==> config.mk <==
export PLATFORM = sky130hd
export DESIGN_NAME = miller_rabin_prime_test_64
export DESIGN_NICKNAME = d
export VERILOG_FILES = /design/src/rtl/core/mrpt_pkg.sv /design/src/rtl/core/mrpt_modmul.sv /design/src/rtl/core/mrpt_trial.sv /design/src/rtl/core/miller_rabin_prime_test_64.sv
export SDC_FILE = /design/constraint.sdc
export NUM_CORES = 2
export LEC_CHECK = 0
export BUFFER_PORTS_ARGS = -buffer_cell sky130_fd_sc_hd__buf_2
export CAP_MARGIN = 20
export CORE_ASPECT_RATIO = 2
export CORE_MARGIN = 2
export CORE_UTILIZATION = 40
export DETAILED_ROUTE_END_ITERATION = 12
export HOLD_SLACK_MARGIN = 0.08
export PLACE_DENSITY_LB_ADDON = 0.1
export SYNTH_ARGS = -nofsm -noshare
export SYNTH_HDL_FRONTEND = slang
export SYNTH_SLANG_ARGS = --single-unit
==> constraint.sdc <==
create_clock -name clk -period 12.9 [get_ports clk]
set_input_delay 0.645 -clock clk [delete_from_list [all_inputs] [get_ports clk]]
set_output_delay 0.645 -clock clk [all_outputs]
set_load 0.02 [all_outputs]
==> src/rtl/core/mrpt_pkg.sv <==
// Package for the 64-bit Miller-Rabin prime tester.
// Holds the witness table, sequencer states and multiplier control struct.
// No dependencies.
`default_nettype none
package mrpt_pkg;
  localparam int W = 64;
  localparam int NWIT = 12;

  typedef enum logic [3:0] {
    ST_IDLE, ST_TRIAL, ST_SPLIT, ST_WSTART, ST_EXP_BIT, ST_EXP_MUL,
    ST_EXP_SQ, ST_WCHECK, ST_SQLOOP, ST_SQWAIT, ST_DONE
  } state_t;

  typedef struct packed {
    logic         start;
    logic [W-1:0] x;
    logic [W-1:0] y;
    logic [W-1:0] m;
  } mul_req_t;

  function automatic logic [5:0] witness(input logic [3:0] idx);
    case (idx)
      4'd0: witness = 6'd2;
      4'd1: witness = 6'd3;
      4'd2: witness = 6'd5;
      4'd3: witness = 6'd7;
      4'd4: witness = 6'd11;
      4'd5: witness = 6'd13;
      4'd6: witness = 6'd17;
      4'd7: witness = 6'd19;
      4'd8: witness = 6'd23;
      4'd9: witness = 6'd29;
      4'd10: witness = 6'd31;
      4'd11: witness = 6'd37;
      default: witness = 6'd2;
    endcase
  endfunction
endpackage
`default_nettype wire

==> src/rtl/core/mrpt_modmul.sv <==
// Bit-serial modular multiplier: one bit of y per cycle, double and add mod m.
// Depends on mrpt_pkg.
`default_nettype none
module mrpt_modmul (
  input  wire logic               clk,
  input  wire logic               rst_n,
  input  wire mrpt_pkg::mul_req_t req,
  output logic                    busy,
  output logic [63:0]             result
);
  import mrpt_pkg::*;
  logic [W-1:0] acc_r, acc_nxt, x_r, y_r, m_r;
  logic [6:0]   cnt_r;
  logic         busy_r;
  logic [W:0]   dbl, dadd;
  logic [W-1:0] a1;

  always_comb begin
    dbl = {acc_r, 1'b0};
    a1 = (dbl >= {1'b0, m_r}) ? W'(dbl - {1'b0, m_r}) : dbl[W-1:0];
    dadd = {1'b0, a1} + {1'b0, x_r};
    acc_nxt = a1;
    if (y_r[W-1])
      acc_nxt = (dadd >= {1'b0, m_r}) ? W'(dadd - {1'b0, m_r}) : dadd[W-1:0];
  end

  always_ff @(posedge clk) begin
    if (!rst_n) begin
      busy_r <= 1'b0;
      cnt_r  <= '0;
    end else if (req.start) begin
      busy_r <= 1'b1;
      cnt_r  <= 7'(W);
      acc_r  <= '0;
      x_r    <= req.x;
      y_r    <= req.y;
      m_r    <= req.m;
    end else if (busy_r) begin
      acc_r <= acc_nxt;
      y_r   <= {y_r[W-2:0], 1'b0};
      cnt_r <= cnt_r - 7'd1;
      if (cnt_r == 7'd1) busy_r <= 1'b0;
    end
  end

  assign busy   = busy_r;
  assign result = acc_r;
endmodule
`default_nettype wire

==> src/rtl/core/mrpt_trial.sv <==
// Bit-serial remainder of the candidate by the twelve small primes, in parallel.
// Depends on mrpt_pkg.
`default_nettype none
module mrpt_trial (
  input  wire logic        clk,
  input  wire logic        rst_n,
  input  wire logic        start,
  input  wire logic [63:0] n,
  output logic             busy,
  output logic [11:0]      divisible
);
  import mrpt_pkg::*;
  logic [5:0]   rem_r [NWIT];
  logic [W-1:0] sh_r;
  logic [6:0]   cnt_r;
  logic         busy_r;

  always_ff @(posedge clk) begin
    if (!rst_n) begin
      busy_r <= 1'b0;
      cnt_r  <= '0;
    end else if (start) begin
      busy_r <= 1'b1;
      cnt_r  <= 7'(W);
      sh_r   <= n;
      for (int i = 0; i < NWIT; i++) rem_r[i] <= '0;
    end else if (busy_r) begin
      for (int i = 0; i < NWIT; i++) begin
        logic [6:0] t;
        t = {rem_r[i], sh_r[W-1]};
        rem_r[i] <= (t >= {1'b0, witness(4'(i))}) ? 6'(t - {1'b0, witness(4'(i))}) : t[5:0];
      end
      sh_r  <= {sh_r[W-2:0], 1'b0};
      cnt_r <= cnt_r - 7'd1;
      if (cnt_r == 7'd1) busy_r <= 1'b0;
    end
  end

  always_comb
    for (int i = 0; i < NWIT; i++) divisible[i] = (rem_r[i] == 6'd0);
  assign busy = busy_r;
endmodule
`default_nettype wire

==> src/rtl/core/miller_rabin_prime_test_64.sv <==
// Top level of the 64-bit deterministic Miller-Rabin prime tester.
// Depends on mrpt_pkg, mrpt_trial and mrpt_modmul.
// Usage:
//   in_tdata[63:0] carries one candidate per request, accepted when
//   in_tvalid and in_tready are high. in_tready is high only while idle.
//   out_tdata[0] carries prime_flag; the result is held until out_tready.
//   Steps: trial division by the twelve small primes, splitting of n-1,
//   then up to twelve rounds of up to 128 modular multiplications each
//   on the one shared bit-serial multiplier. Small or composite inputs
//   usually finish far sooner than the worst case.
//   One candidate is in flight at a time; the multiplier loop sets rate.
//   Reset returns the sequencer to idle with no result pending.
//   A stalled receiver holds the result and keeps in_tready low.
//   No memories, no clearing pass.
`default_nettype none
module miller_rabin_prime_test_64 (
  input  wire logic        clk,
  input  wire logic        rst_n,
  input  wire logic        in_tvalid,
  output logic             in_tready,
  input  wire logic [63:0] in_tdata,   // candidate[63:0]
  output logic             out_tvalid,
  input  wire logic        out_tready,
  output logic [7:0]       out_tdata   // prime_flag[0], zeros above
);
  import mrpt_pkg::*;

  state_t       state_r, state_nxt;
  logic [W-1:0] n_r, d_r, e_r, res_r, b_r, x_r;
  logic [5:0]   s_r, i_r;
  logic [3:0]   w_r;
  logic         flag_r, ovalid_r, first_r;
  logic         trial_start, trial_busy, mul_busy;
  logic [11:0]  divisible;
  logic         small_hit;
  logic [W-1:0] mul_res, nm1;
  mul_req_t     mreq;

  mrpt_trial u_trial (.clk, .rst_n, .start(trial_start), .n(in_tdata),
                      .busy(trial_busy), .divisible);
  mrpt_modmul u_mul (.clk, .rst_n, .req(mreq), .busy(mul_busy), .result(mul_res));

  assign nm1 = n_r - 64'd1;
  assign in_tready = (state_r == ST_IDLE) && !ovalid_r;
  assign trial_start = (state_r == ST_IDLE) && in_tvalid && in_tready;

  always_comb begin
    small_hit = 1'b0;
    for (int k = 0; k < NWIT; k++)
      small_hit = small_hit | (divisible[k] && (n_r == 64'(witness(4'(k)))));
  end

  always_ff @(posedge clk) begin
    if (!rst_n) state_r <= ST_IDLE;
    else state_r <= state_nxt;
  end

  always_comb begin
    state_nxt = state_r;
    mreq = '{start: 1'b0, x: res_r, y: b_r, m: n_r};
    unique case (state_r)
      ST_IDLE:  if (trial_start) state_nxt = ST_TRIAL;
      ST_TRIAL: if (!trial_busy && !first_r)
        state_nxt = (n_r < 64'd2 || divisible != '0) ? ST_DONE : ST_SPLIT;
      ST_SPLIT: if (d_r[0]) state_nxt = ST_WSTART;
      ST_WSTART: state_nxt = ST_EXP_BIT;
      ST_EXP_BIT: begin
        if (e_r == '0) state_nxt = ST_WCHECK;
        else if (e_r[0]) begin
          mreq.start = 1'b1;
          state_nxt = ST_EXP_MUL;
        end else begin
          mreq = '{start: 1'b1, x: b_r, y: b_r, m: n_r};
          state_nxt = ST_EXP_SQ;
        end
      end
      ST_EXP_MUL: if (!mul_busy && !first_r) begin
        mreq = '{start: 1'b1, x: b_r, y: b_r, m: n_r};
        state_nxt = ST_EXP_SQ;
      end
      ST_EXP_SQ: if (!mul_busy && !first_r) state_nxt = ST_EXP_BIT;
      ST_WCHECK, ST_SQLOOP: begin
        if (x_r == nm1 || (state_r == ST_WCHECK && x_r == 64'd1)) begin
          state_nxt = (w_r == 4'(NWIT - 1)) ? ST_DONE : ST_WSTART;
        end else if (i_r >= s_r) state_nxt = ST_DONE;
        else begin
          mreq = '{start: 1'b1, x: x_r, y: x_r, m: n_r};
          state_nxt = ST_SQWAIT;
        end
      end
      ST_SQWAIT: if (!mul_busy && !first_r) state_nxt = ST_SQLOOP;
      ST_DONE:  state_nxt = ST_IDLE;
      default:  state_nxt = ST_IDLE;
    endcase
  end

  always_ff @(posedge clk) begin
    if (!rst_n) begin
      ovalid_r <= 1'b0;
      first_r  <= 1'b0;
    end else begin
      first_r <= mreq.start || trial_start;
      if (ovalid_r && out_tready) ovalid_r <= 1'b0;
      case (state_r)
        ST_IDLE: if (trial_start) n_r <= in_tdata;
        ST_TRIAL: if (!trial_busy && !first_r) begin
          d_r <= nm1;
          s_r <= '0;
          w_r <= 4'd15;
          if (n_r < 64'd2) flag_r <= 1'b0;
          else if (divisible != '0) flag_r <= small_hit;
          else flag_r <= 1'b1;
        end
        ST_SPLIT: if (!d_r[0]) begin
          d_r <= {1'b0, d_r[W-1:1]};
          s_r <= s_r + 6'd1;
        end
        ST_WSTART: begin
          w_r   <= w_r + 4'd1;
          e_r   <= d_r;
          res_r <= 64'd1;
          b_r   <= 64'(witness(w_r + 4'd1));
          i_r   <= 6'd1;
        end
        ST_EXP_BIT: if (e_r == '0) x_r <= res_r;
        ST_EXP_MUL: if (!mul_busy && !first_r) res_r <= mul_res;
        ST_EXP_SQ: if (!mul_busy && !first_r) begin
          b_r <= mul_res;
          e_r <= {1'b0, e_r[W-1:1]};
        end
        ST_WCHECK, ST_SQLOOP:
          if (!(x_r == nm1 || (state_r == ST_WCHECK && x_r == 64'd1)) && i_r >= s_r)
            flag_r <= 1'b0;
        ST_SQWAIT: if (!mul_busy && !first_r) begin
          x_r <= mul_res;
          i_r <= i_r + 6'd1;
        end
        ST_DONE: ovalid_r <= 1'b1;
        default: ;
      endcase
    end
  end

  assign out_tvalid = ovalid_r;
  assign out_tdata  = {7'd0, flag_r};

  property p_hold;
    @(posedge clk) disable iff (!rst_n) out_tvalid && !out_tready |=> out_tvalid;
  endproperty
  a_hold: assert property (p_hold) else $error("result dropped while stalled");
  a_busy: assert property (@(posedge clk) disable iff (!rst_n)
    out_tvalid |-> !in_tready) else $error("input taken while result pending");
  a_mul: assert property (@(posedge clk) disable iff (!rst_n)
    mreq.start |-> !mul_busy) else $error("multiplier restarted while busy");
endmodule
`default_nettype wire

Yosys cells after proc, flatten, opt, wreduce, memory -nomap -nowiden
Memories as Yosys holds them, arrays and structs flattened.
Cells that the tools add are included.

word-level totals
  memories kept = 2
  bits in read-only memories = 96
  bits in writable memories = 72
  output and inout bits = 10
  bits in registers = 743
  logic and storage cells = 321
  bits of input ports = 68

memories
  name             depth  bits a word  rd ports  clocked after Yosys merged registers in  wr ports  RTL line          source
  (no name shown)  16     6            1         0                                        0         mrpt_pkg.sv:22    case (idx)
  u_trial.rem_r    12     6            12        0                                        12        mrpt_trial.sv:13  logic [5:0] rem_r [NWIT];

cells by class
  mux-type cells = 128
  reductions and logical operators = 69
  add/sub/neg operators = 21
  bitwise logic cells = 24
  equality and inequality tests = 36
  magnitude comparators = 16

operator list
  kind                                                                    count
  64-bit two-way mux                                                      13
  193-bit two-way mux                                                     4
  64-bit one-hot mux with 2 select lines                                  5
  193-bit one-hot mux with 3 select lines                                 1
  6-bit two-way mux                                                       63
  64-bit by 5-bit == test with 1-bit output (second input constant)       5
  192-bit two-way mux                                                     1
  65-bit by 64-bit >= comparator with 1-bit output                        2
  64-bit by 2-bit == test with 1-bit output (second input constant)       2
  64-bit by 3-bit == test with 1-bit output (second input constant)       2
  64-bit by 4-bit == test with 1-bit output (second input constant)       2
  64-bit subtractor                                                       2
  7-bit by 6-bit >= comparator with 1-bit output                          12
  6-bit logical NOT                                                       12
  6-bit subtractor                                                        12
  64-bit by 64-bit adder with 65-bit output                               1
  64-bit by 1-bit == test with 1-bit output (second input constant)       1
  64-bit by 6-bit == test with 1-bit output (second input constant)       1
  64-bit == test                                                          1
  64-bit logical NOT                                                      1
  64-bit by 2-bit < comparator with 1-bit output (second input constant)  1
  64-bit by 1-bit subtractor with 64-bit output (second input constant)   1
  4-bit two-way mux                                                       10
  4-bit one-hot mux with 9 select lines                                   1
  other kinds (29)                                                        138

Depth between registers and ports, before layout
An unclocked memory read counts as a cell.

  word-level depth = 18
  mapped depth = 43
  depth with buffers taken out = 38

Cells and area by module
A second synthesis with hierarchy kept.

second synthesis, totals
  cell total of the unflattened synthesis = 5512
  area, all modules = 54932.7 µm²

modules (own cells, without submodules)
  module                      seq. area each (µm²)  cells each  instances  area each (µm²)
  miller_rabin_prime_test_64  12161.7               2336        1          24722.5
  mrpt_modmul                 7847.5                2583        1          22804.4
  mrpt_trial                  4244.1                593         1          7405.9

Worst setup path after synthesis
No wires, ideal clock.

  kind = reg-to-reg
  start = reg n_r[51]
  end = reg u_mul.m_r[0] (enable)
  data arrival time = 8.910 ns
  buffers on the path = 5
  required time = 12.284 ns
  path slack = 3.374 ns
  stages on the path, launching flop included = 17
  setup time = 0.616 ns
  clock period less this slack = 9.526 ns
  cell sequence = edfxtp_1 > clkbuf_1 > or4_1 > clkbuf_1 > or3_1 > or4_1 > or4_1 > nand4_1 > a2111oi_0 > nand4_1 > nor4_4 > nor2_1 > buf_6 > nor2_4 > buf_6 > buf_2 > nor2_1

on the way
  longest elaborated chain between the ends = 6

ends and longest elaborated chain
  element                                        RTL line                           source
  start: declaration                             miller_rabin_prime_test_64.sv:29   logic [W-1:0] n_r, d_r, e_r, res_r, b_r, x_r;
  start signal: assignment                       miller_rabin_prime_test_64.sv:105  ST_IDLE: if (trial_start) n_r <= in_tdata;
  64-bit by 1-bit subtractor with 64-bit output  miller_rabin_prime_test_64.sv:43   assign nm1 = n_r - 64'd1;
  64-bit == test                                 miller_rabin_prime_test_64.sv:83   if (x_r == nm1 || (state_r == ST_WCHECK && x_r == 64'd1)) begin
  1-bit logical OR                               miller_rabin_prime_test_64.sv:83
  193-bit two-way mux                            miller_rabin_prime_test_64.sv:83
  193-bit one-hot mux with 3 select lines        miller_rabin_prime_test_64.sv:61   unique case (state_r)
  2-bit AND reduction (no line)                  --
  end signal: assignment                         mrpt_modmul.sv:37                  m_r <= req.m;
  end: declaration                               mrpt_modmul.sv:12                  logic [W-1:0] acc_r, acc_nxt, x_r, y_r, m_r;

Every way passes these cells.
A chain may end at the register's enable or synchronous reset.

Final worst setup path
  start = reg u_mul.acc_r[25] (netlist: u_mul.result[25])
  end = reg u_mul.acc_r[60] (netlist: u_mul.result[60]), data pin

on the way
  longest elaborated chain between the ends = 7
  elaborated cells between the ends (all ways) = 9
  those cells by class = add/sub (3); order compare (2); mux (4)

ends and longest elaborated chain
  element                                                                                       RTL line           source
  start: declaration                                                                            mrpt_modmul.sv:12
  start signal: assignment                                                                      mrpt_modmul.sv:39  acc_r <= acc_nxt;
  64-bit subtractor / 65-bit by 64-bit >= comparator with 1-bit output (equally long branches)  mrpt_modmul.sv:20  a1 = (dbl >= {1'b0, m_r}) ? W'(dbl - {1'b0, m_r}) : dbl[W-1:0];
  64-bit two-way mux (*)                                                                        mrpt_modmul.sv:20
  64-bit by 64-bit adder with 65-bit output                                                     mrpt_modmul.sv:21  dadd = {1'b0, a1} + {1'b0, x_r};
  64-bit subtractor / 65-bit by 64-bit >= comparator with 1-bit output (equally long branches)  mrpt_modmul.sv:24  acc_nxt = (dadd >= {1'b0, m_r}) ? W'(dadd - {1'b0, m_r}) : dadd[W-1:0];
  64-bit two-way mux                                                                            mrpt_modmul.sv:24
  64-bit two-way mux (*)                                                                        mrpt_modmul.sv:23  if (y_r[W-1])
  64-bit two-way mux (*)                                                                        mrpt_modmul.sv:38  end else if (busy_r) begin

Mark *: on every way between the ends. The rest lies on a longest branch, timed or not. The select of a mux whose other input is x is not followed.

==> impl_metrics.toml <==
[min_path]
min_path_cells = 1
hold_start = "in_tdata[56]"
min_path_type = "primary input to register"
whs_endpoint = "n_r[56]"

[placement]
port_buffers = 70
dpl.hpwl_um = 178000
dpl_cell_area_mm2 = 0.0540
place.gp.congestion = 1.06
dp_slack_ns = 1.15
dp.cells = 7030

[timing]
rsz0062_at_grt = "false"
fin_crit_ns = 11.93
hold_ws_ns = 0.104
finalClockSkew_ns = 0.0508
slew_headroom_pct = 17.8
tightestPinTransition_ns = 1.23
final_max_slew_viol_count = 0
max_freq_mhz = 83.8
final.period_utilization_pct = 92.5
hold_viol = 0
fin_ws_ns = 0.970
setup_viol = 0
tns_ns = 0

[drt]
wire_per_inst_um = 32.8
wl_um = 236000
drt_pre_antenna_iters = 6
drt.antenna.violating_nets = 0
drtIter0Drc = 3372
drc_errors = 0
via_per_inst = 6.10
vias = 43886

[global_routing]
grt_max_degree = 132
antenna_found_initial = 20
grtUsageTotal_pct = 35.5
grt_pass1_wl_um = 330000
grt_pass1_vias = 44752
grt-ovfl-total = 0

[finish]
final_util_pct = 44.4
nets = 5728
layout-drive-gt1-share_pct = 7.63
fin_area_mm2 = 0.0568
synthToLayoutAreaGrowth_pct = 10.4
final_cells = 7195

[floorplanning]
die_y_um = 511
start_util_pct = 40.2
die_w_um = 258
ioPinCount = 78
core_area_mm2 = 0.128
die_area_mm2 = 0.132
placementRows = 186

[synthesis]
synth-seq-cells = 815
mappedNetlistArea_mm2 = 0.0515
yosys_warnings = 0
async_flop_share_pct = 0
avgSynthCellArea_um2 = 9.50
synth.most_common_cell = "nand2_1"
syn_inst = 5419
yosysSeqAreaShare_pct = 47.1
synth_edf_count = 793
synth.distinct_cells = 97
synth_top_area_cell = "edfxtp_1"
ys.flop_type = "edfxtp_1"
synth.area.top_cells = "edfxtp_1, nand2_1, ha_1"
synth_top_area_share_pct = 46.3
synth_commonest_cells = "nand2_1, edfxtp_1, a21oi_1"

[clock_tree]
clock_sinks = 815
worstSkewPairLatency_ns = 0.74
cts_setup_buffers = 0
clock_path_buffers = 3
path_clk_slew_ns = 0.07
cts_tree = "done"
cts_root_buf = "clkbuf_16"
htree_num_levels = 3
cts_buffers = 82
cts_hold_buffers = 0
cts_resized = 0

[worst_setup_path]
crit_path_max_fanout = 19
arrival_ns = 12.41
critPathKind = "register to register"
cp_slowest_stage_delay_ns = 0.86
cp-start-kind = "register"
timing.rr.end = "u_mul.result[60]"
crit_path_end_kind = "register"
worstReg2RegStart = "u_mul.result[25]"
cp.required_ns = 13.38
reg2reg_slack_ns = 0.97
r2r_cells = 33
critPathSlowestCell = "a221oi_2"

[power]
power.density_mw_per_mm2 = 213
p_leak_nw = 21.7
power_mw = 12.1
ir_drop_mv = 0.178

[run]
cap_violations = 0

[run_status]
status = "finished, final reports clean"
where the power goes:
group          switching (mW)  leakage (nW)  internal [mW]  total (mW)
Clock                    1.19          1.33           1.37        2.56
Sequential              0.340          7.44           3.45        3.79
Combinational            3.73          13.0           2.00        5.73
Total                    5.26          21.7           6.82        12.1
layout make-up:
class                   count  area, µm²
well taps                1692       2120
diodes                      8       20.0
multi-input cells        4164      25600
flip-flops and latches    815      24300
inverters                 165        619
fillers                 12732      71200
clock buffers             106       2250
repair buffers            199       1410
clock inverters            46        514
cells by family after synthesis:
family,after synthesis,share of synthesized area [%]
AOI/OAI and AO/OA,1240,15.4
buffers and inverters,446,3.49
other,1,0.00729
DFF,815,47.1
muxes,73,1.45
adders and majority gates,233,5.71
and+or+nand+nor,2242,20.4
xor gates and xnor gates,369,6.44
placed cells by master (no fill, tap or decap), types with 22 or more instances in the layout:
| cell type | netlist | layout |
|---|---|---|
| a211oi_1 | 41 | 40 |
| a21o_1 | 129 | 129 |
| a21oi_1 | 374 | 374 |
| a22oi_1 | 119 | 119 |
| a31oi_1 | 47 | 47 |
| and2_1 | 156 | 154 |
| and3_1 | 43 | 42 |
| buf_2 | 24 | 71 |
| buf_4 | 12 | 119 |
| clkbuf_16 | 0 | 85 |
| dfxtp_1 | 22 | 22 |
| edfxtp_1 | 793 | 793 |
| ha_1 | 230 | 230 |
| inv_1 | 163 | 162 |
| mux2i_1 | 61 | 61 |
| nand2_1 | 1109 | 1105 |
| nand2b_1 | 41 | 41 |
| nand3_1 | 129 | 128 |
| nand4_1 | 71 | 71 |
| nor2_1 | 304 | 295 |
| nor2b_1 | 44 | 44 |
| nor3_1 | 98 | 95 |
| nor4_1 | 92 | 89 |
| o211ai_1 | 26 | 26 |
| o21ai_0 | 261 | 260 |
| o21bai_1 | 26 | 26 |
| or3_1 | 31 | 31 |
| or4_1 | 31 | 31 |
| xnor2_1 | 217 | 217 |
| xor2_1 | 146 | 146 |
registers in the layout, indices dropped and copies added, names as in the netlist, 7 cells and up:
register,count
n_r,64
u_mul.y_r,64
x_r,64
e_r,64
u_mul.cnt_r,7
d_r,64
u_trial.sh_r,64
u_trial.cnt_r,7
res_r,64
u_mul.result,64
b_r,64
u_mul.x_r,64
u_mul.m_r,64
u_trial.rem_r,72
how the worst max path moves through the flow:
stage | start | endpoint | slack, ns | cells after the start
floorplan | n_r[51] | u_mul.m_r[0] | 3.37 | 16
global placement | u_mul.result[25] | u_mul.result[60] | 1.31 | 35
detailed placement | u_mul.result[25] | u_mul.result[60] | 1.15 | 35
CTS | u_mul.result[25] | u_mul.result[60] | 1.11 | 35
global route | u_mul.result[25] | u_mul.result[60] | 0.50 | 35
finish | u_mul.result[25] | u_mul.result[60] | 0.97 | 33
critical path: cells and delay by family, from the launching register on:
kind                     cells  cell delay (ns)
multiplexers                 1             0.41
flip-flops                   1             0.47
AO/OA/AOI/OAI               17             7.54
adder cells (fa/ha/maj)      3             1.08
AND/OR/NAND/NOR              9             1.52
XOR/XNOR                     1             0.21
buffers and inverters        2             0.43
per-layer routing:
layer | vias up | global-route usage, % | share of wire (%)
met2 | 1701 | 64.1 | 52
met4 | 10 | 35.5 | 12
met3 | 829 | 6.66 | 5.0
met5 | - | 0 | 0.031
li1 | 19711 | - | -
met1 | 21635 | 32.4 | 31
Power figures use the tool's default switching activity.
